`config.mk`:
```
export PLATFORM = sky130hd
export DESIGN_NAME = cse_ctrl
export DESIGN_NICKNAME = d
export VERILOG_FILES = /design/src/cse_pkg.sv /design/src/cse_ctrl.sv
export SDC_FILE = /design/constraint.sdc
export NUM_CORES = 1
export LEC_CHECK = 0
export BUFFER_PORTS_ARGS = -buffer_cell sky130_fd_sc_hd__buf_2
export CAP_MARGIN = 20
export CORE_AREA = 2 2 39 41
export CTS_CLUSTER_DIAMETER = 40
export CTS_CLUSTER_SIZE = 10
export DETAILED_ROUTE_END_ITERATION = 6
export DIE_AREA = 0 0 41 43
export SLEW_MARGIN = 40
export SYNTH_ARGS = -nofsm -noshare
export SYNTH_HDL_FRONTEND = slang
export SYNTH_SLANG_ARGS = --single-unit
```
`constraint.sdc`:
```
create_clock -name clk -period 2.2 [get_ports clk]
set_input_delay 0.22 -clock clk [delete_from_list [all_inputs] [get_ports clk]]
set_output_delay 0.22 -clock clk [all_outputs]
set_load 0.02 [all_outputs]
```
`src/cse_pkg.sv`:
```
// ----------------------------------------------------------------------------
// cse_pkg
// Types and constants for the Chebyshev series evaluator.
// ----------------------------------------------------------------------------
package cse_pkg;

  localparam int unsigned CfgIdxW = 2;

  localparam logic [CfgIdxW-1:0] REG_INTERVAL_A = 2'd0;
  localparam logic [CfgIdxW-1:0] REG_INTERVAL_B = 2'd1;
  localparam logic [CfgIdxW-1:0] REG_ORDER      = 2'd2;

  localparam logic OP_LOAD = 1'b0;
  localparam logic OP_EVAL = 1'b1;

  localparam logic [1:0] ST_OK      = 2'd0;
  localparam logic [1:0] ST_OUTSIDE = 2'd1;
  localparam logic [1:0] ST_EQUAL   = 2'd2;
  localparam logic [1:0] ST_SAT     = 2'd3;

  localparam logic signed [47:0] Q48_MAX = 48'sh7FFF_FFFF_FFFF;
  localparam logic signed [31:0] Q32_MAX = 32'sh7FFF_FFFF;
  localparam logic signed [31:0] Q32_MIN = 32'sh8000_0000;

  // restoring divider: 33 bit numerator magnitude shifted by 16
  localparam int unsigned DivW = 49;

  typedef struct packed {
    logic start;
    logic load;
    logic div_step;
    logic yset;
    logic mul0;
    logic mul1;
    logic mul2;
    logic step;
    logic emit;
  } cse_cmd_t;

  typedef struct packed {
    logic den_zero;
    logic div_last;
    logic j_zero;
    logic out_busy;
  } cse_stat_t;

endpackage

```
`src/cse_ctrl.sv`:
```
// ----------------------------------------------------------------------------
// cse_ctrl
// Sequencer: interval division, then one multiply-add pass per coefficient.
// ----------------------------------------------------------------------------
module cse_ctrl (
  input  logic              clk,
  input  logic              rst,
  input  logic              in_valid,
  input  logic              opcode,
  output logic              in_stall,
  input  cse_pkg::cse_stat_t stat,
  output cse_pkg::cse_cmd_t  cmd
);
  import cse_pkg::*;

  typedef enum logic [7:0] {
    S_IDLE = 8'b0000_0001,
    S_DIV  = 8'b0000_0010,
    S_YSET = 8'b0000_0100,
    S_MUL0 = 8'b0000_1000,
    S_MUL1 = 8'b0001_0000,
    S_MUL2 = 8'b0010_0000,
    S_STEP = 8'b0100_0000,
    S_EMIT = 8'b1000_0000
  } state_t;

  state_t state, state_next;
  logic   accept;

  assign in_stall = (state != S_IDLE);
  assign accept   = in_valid && (state == S_IDLE);

  always_comb begin
    state_next = state;
    cmd        = '0;
    unique case (state)
      S_IDLE: begin
        if (accept) begin
          if (opcode == OP_EVAL) begin
            cmd.start  = 1'b1;
            state_next = S_DIV;
          end else begin
            cmd.load = 1'b1;
          end
        end
      end
      S_DIV: begin
        if (stat.den_zero) begin
          state_next = S_EMIT;
        end else begin
          cmd.div_step = 1'b1;
          if (stat.div_last) state_next = S_YSET;
        end
      end
      S_YSET: begin
        cmd.yset   = 1'b1;
        state_next = S_MUL0;
      end
      S_MUL0: begin
        cmd.mul0   = 1'b1;
        state_next = S_MUL1;
      end
      S_MUL1: begin
        cmd.mul1   = 1'b1;
        state_next = S_MUL2;
      end
      S_MUL2: begin
        cmd.mul2   = 1'b1;
        state_next = S_STEP;
      end
      S_STEP: begin
        cmd.step   = 1'b1;
        state_next = stat.j_zero ? S_EMIT : S_MUL0;
      end
      S_EMIT: begin
        if (!stat.out_busy) begin
          cmd.emit   = 1'b1;
          state_next = S_IDLE;
        end
      end
      default: state_next = S_IDLE;
    endcase
  end

  always_ff @(posedge clk) begin
    if (rst) begin
      state <= S_IDLE;
    end else begin
      state <= state_next;
    end
  end

endmodule

```
# After elaboration in Yosys (flattened, before gate mapping)
# Index checks and enable logic that the tools add are counted.
# totals
register_bits	8
inputBits	8
out_inout_bits	10
elab_cells	36
# op_classes
eq_ne	13
mux	20
reduce_logical	2
# op_table
op	n
case mux 8 bit (8 select lines)	1
two-way mux 8 bit	6
two-way mux 1 bit	11
equality test 8 x 1 -> 1 bit (second input constant)	1
equality test 8 x 2 -> 1 bit (second input constant)	1
equality test 8 x 3 -> 1 bit (second input constant)	1
equality test 8 x 4 -> 1 bit (second input constant)	1
equality test 8 x 5 -> 1 bit (second input constant)	1
equality test 8 x 6 -> 1 bit (second input constant)	1
equality test 8 x 7 -> 1 bit (second input constant)	1
equality test 8 bit (second input constant)	1
inequality test 8 x 1 -> 1 bit (second input constant)	1
inequality test 2 bit (second input constant)	3
two-way mux 2 bit	2
AND reduction 4 bit	1
inequality test 3 bit (second input constant)	1
logical AND 1 bit	1

# Depth between registers and ports, before layout
# logic_depth
depth_word	4
ltp_mapped	4
mapped_depth_nobuf	4

# Worst setup path after synthesis
# Ideal clock, no wire load.
# synth_path
path_kind	register to output
from	register state[4]
to	output cmd[7] (netlist name)
arrival_time_ns	1.727
required_time_ns	1.980
slack_ns	0.253
path_stages_with_launch	4
n_path_buf	0
cell_sequence	dfxtp_1 nor4_4 nand3_1 nor3b_1
# synth_lines
element	line_no	source
start: declaration	cse_ctrl.sv:27	state_t state, state_next;
start signal: assignment	cse_ctrl.sv:89	state <= state_next;
end: declaration	cse_ctrl.sv:12	output cse_pkg::cse_cmd_t cmd

==> impl_metrics.tcl <==
set metrics [dict create \
    place.gp.congestion 0.748 \
    power_density_mw_per_mm2 627 \
    die_w_um 41 \
    grt_max_degree 8 \
    drive_gt1_share_pct 37.2 \
    crit_end "cmd[7]" \
    dp_hpwl_um 878 \
    r2r-start "state[4]" \
    ir_drop_v 0.000284 \
    regArea_um2 160 \
    yosysSeqAreaShare_pct 31.1 \
    drt_first_pass_iters 4 \
    core.rowCount 14 \
    drv_slew 0 \
    reg2regPathDepth 4 \
    ctsRootBufferMaster "clkbuf_4" \
    layout_min_cycle_time_ps 1970 \
    setup_viol 0 \
    ys_seq_elements 8 \
    largest_reg_flops 8 \
    cts_buffer_depth 2 \
    syn2layout_area_growth_pct 23.3 \
    nets 88 \
    io_buffers 17 \
    viasPerCell 5.34 \
    reg.largest.list "state x8" \
    cts_setup_buffers 0 \
    dieArea_mm2 0.00176 \
    drtAntennaViolNets 0 \
    avgSynthCellArea_um2 8.74 \
    drtIter0Drc 16 \
    cp-end-kind "primary output" \
    core_area_mm2 0.00138 \
    top_register "state" \
    stdcell_area_um2 636 \
    fill_cells 134 \
    p_leak_nw 0.266 \
    r2r_slack_ps 590 \
    yosysWarnings 0 \
    hp-class "primary input to flop" \
    worstSetupStartpoint "state[4]" \
    die_y_um 43 \
    post_cts_resized 0 \
    fin_crit_sh_pct 89.4 \
    finalSetupTns_ps 0 \
    grt_pass1_wl_mm 1.84 \
    path_clk_slew_ps 60 \
    post_dp_cell_area_um2 613 \
    cp.required_ps 1980 \
    netlist_area_um2 515 \
    cts.sinks 8 \
    syn-instance-count 59 \
    grt_pass1_vias 447 \
    drc 0 \
    p_total_uw 398 \
    hold_viol 0 \
    cts_made_buffers 3 \
    synth-edff-count 0 \
    drt_wl_total_mm 1.10 \
    synth-main-ff-cell "dfxtp_1" \
    antenna_cells 0 \
    path_class "flop to primary output" \
    rsz0062_at_grt "false" \
    wire_per_inst_um 11.7 \
    ios 18 \
    tightest_slew_ps 438 \
    cts_max_level 1 \
    max_freq_ghz 0.508 \
    startpoint_type "flop" \
    arrival_ps 1750 \
    multi_input_area_um2 340 \
    status "finished, final reports clean" \
    r2r_end "state[3]" \
    synthDistinctLibCells 30 \
    cts_tree "built" \
    antenna_found_initial 0 \
    critPathMaxFanout 7 \
    route.vias.total 502 \
    max_slew_margin_pct 70.6 \
    start_util_pct 37.3 \
    ys_async_sr_fraction_pct 0 \
    cts.hold.buffers_added 0 \
    syn-num-nets 67 \
    insertion_delay_ps 250 \
    overflow 0 \
    drv_cap 0 \
    grt_use_total_pct 16.2 \
    fin_skew_ps 1.79 \
]
metal layers:
layer	GRT usage (%)	up-vias	routed length, um
li1	-	260	-
met1	21.5	219	535
met2	20.0	21	470
met3	4.71	2	78
met4	14.0	0	20
met5	0	-	0
layout make-up:
cell class                 instances  share of cell area (%)
multi-input combinational         48                    53.5
timing repair buffer              17                    13.4
sequential                         8                    25.2
clock buffer                       3                    3.54
tap                               16                    3.15
inverter                           2                    1.18
placed cells by master, fill, tap and decap left out:
| cell type | count |
|---|---|
| inv_1 | 2 |
| nand3_2 | 1 |
| nor4_2 | 1 |
| nand3_1 | 2 |
| nor2_1 | 8 |
| and4b_1 | 1 |
| buf_2 | 17 |
| a41oi_2 | 1 |
| nand2_1 | 4 |
| nand2_2 | 1 |
| nor3_1 | 2 |
| xnor2_1 | 1 |
| nor4b_2 | 1 |
| nand2b_1 | 2 |
| nand4b_1 | 1 |
| a21oi_1 | 2 |
| a21boi_0 | 1 |
| and4_1 | 2 |
| nand4_1 | 3 |
| clkbuf_4 | 3 |
| dfxtp_1 | 8 |
| and2_1 | 1 |
| o2111ai_1 | 1 |
| and3_1 | 1 |
| nor4_4 | 1 |
| nor3b_2 | 2 |
| o211ai_1 | 1 |
| nor3b_1 | 1 |
| nor2b_1 | 3 |
| o21ai_0 | 2 |
| o21ba_2 | 1 |
synthesized netlist by cell type, drive strengths merged, types with 2 or more instances:
library cell	count	share of area [%]
o21ai	2	1.9
nor2	8	5.8
inv	2	1.5
nor2b	3	3.6
nand4	3	3.6
nor3	2	1.9
nor3b	3	6.3
nor4	2	6.6
and4	2	3.4
a21oi	2	1.9
nand3	3	3.9
nand2	5	4.1
nand2b	2	2.4
dfxtp	8	31
how the worst min path moves through the flow:
stage / start / to / cells after the start
after floorplan: rst / state[0] / 2
after global routing: stat[2] / state[2] / 2
final: rst / state[0] / 3
after CTS: rst / state[0] / 3
after global placement: stat[2] / state[2] / 2
after detailed placement: rst / state[0] / 3
power breakdown:
part	total (mW)	switching, mW	leakage [nW]	internal [mW]
registers	0.162	0.00844	0.0649	0.154
logic	0.121	0.0734	0.187	0.0479
clock network	0.115	0.0523	0.0138	0.0626
kinds of logic (layout without fill, tap and decap cells):
family,count (synthesis),count (layout),share of synthesized area [%]
flops,8,8,31.1
compound gates,9,9,13.6
xor+xnor,1,1,1.70
buf+inv,3,22,2.91
simple gates,38,38,50.7
through the flow:
stage	utilization [%]	instances	setup slack (ps)	hold WS, ps
final	45.9	94	233	224
after global routing	45.9	94	100	224
after CTS	45.9	94	207	207
after detailed placement	44.3	91	502	473
after global placement	44.3	91	573	497
after floorplan	-	59	253	348
worst max-delay path, cell delays in order, from the launching register on:
cell     delay [ps]
dfxtp_1         370
nor4_4          480
nand3_1         240
nor3b_1         210
buf_2           190
Power figures use the tool's default switching activity.
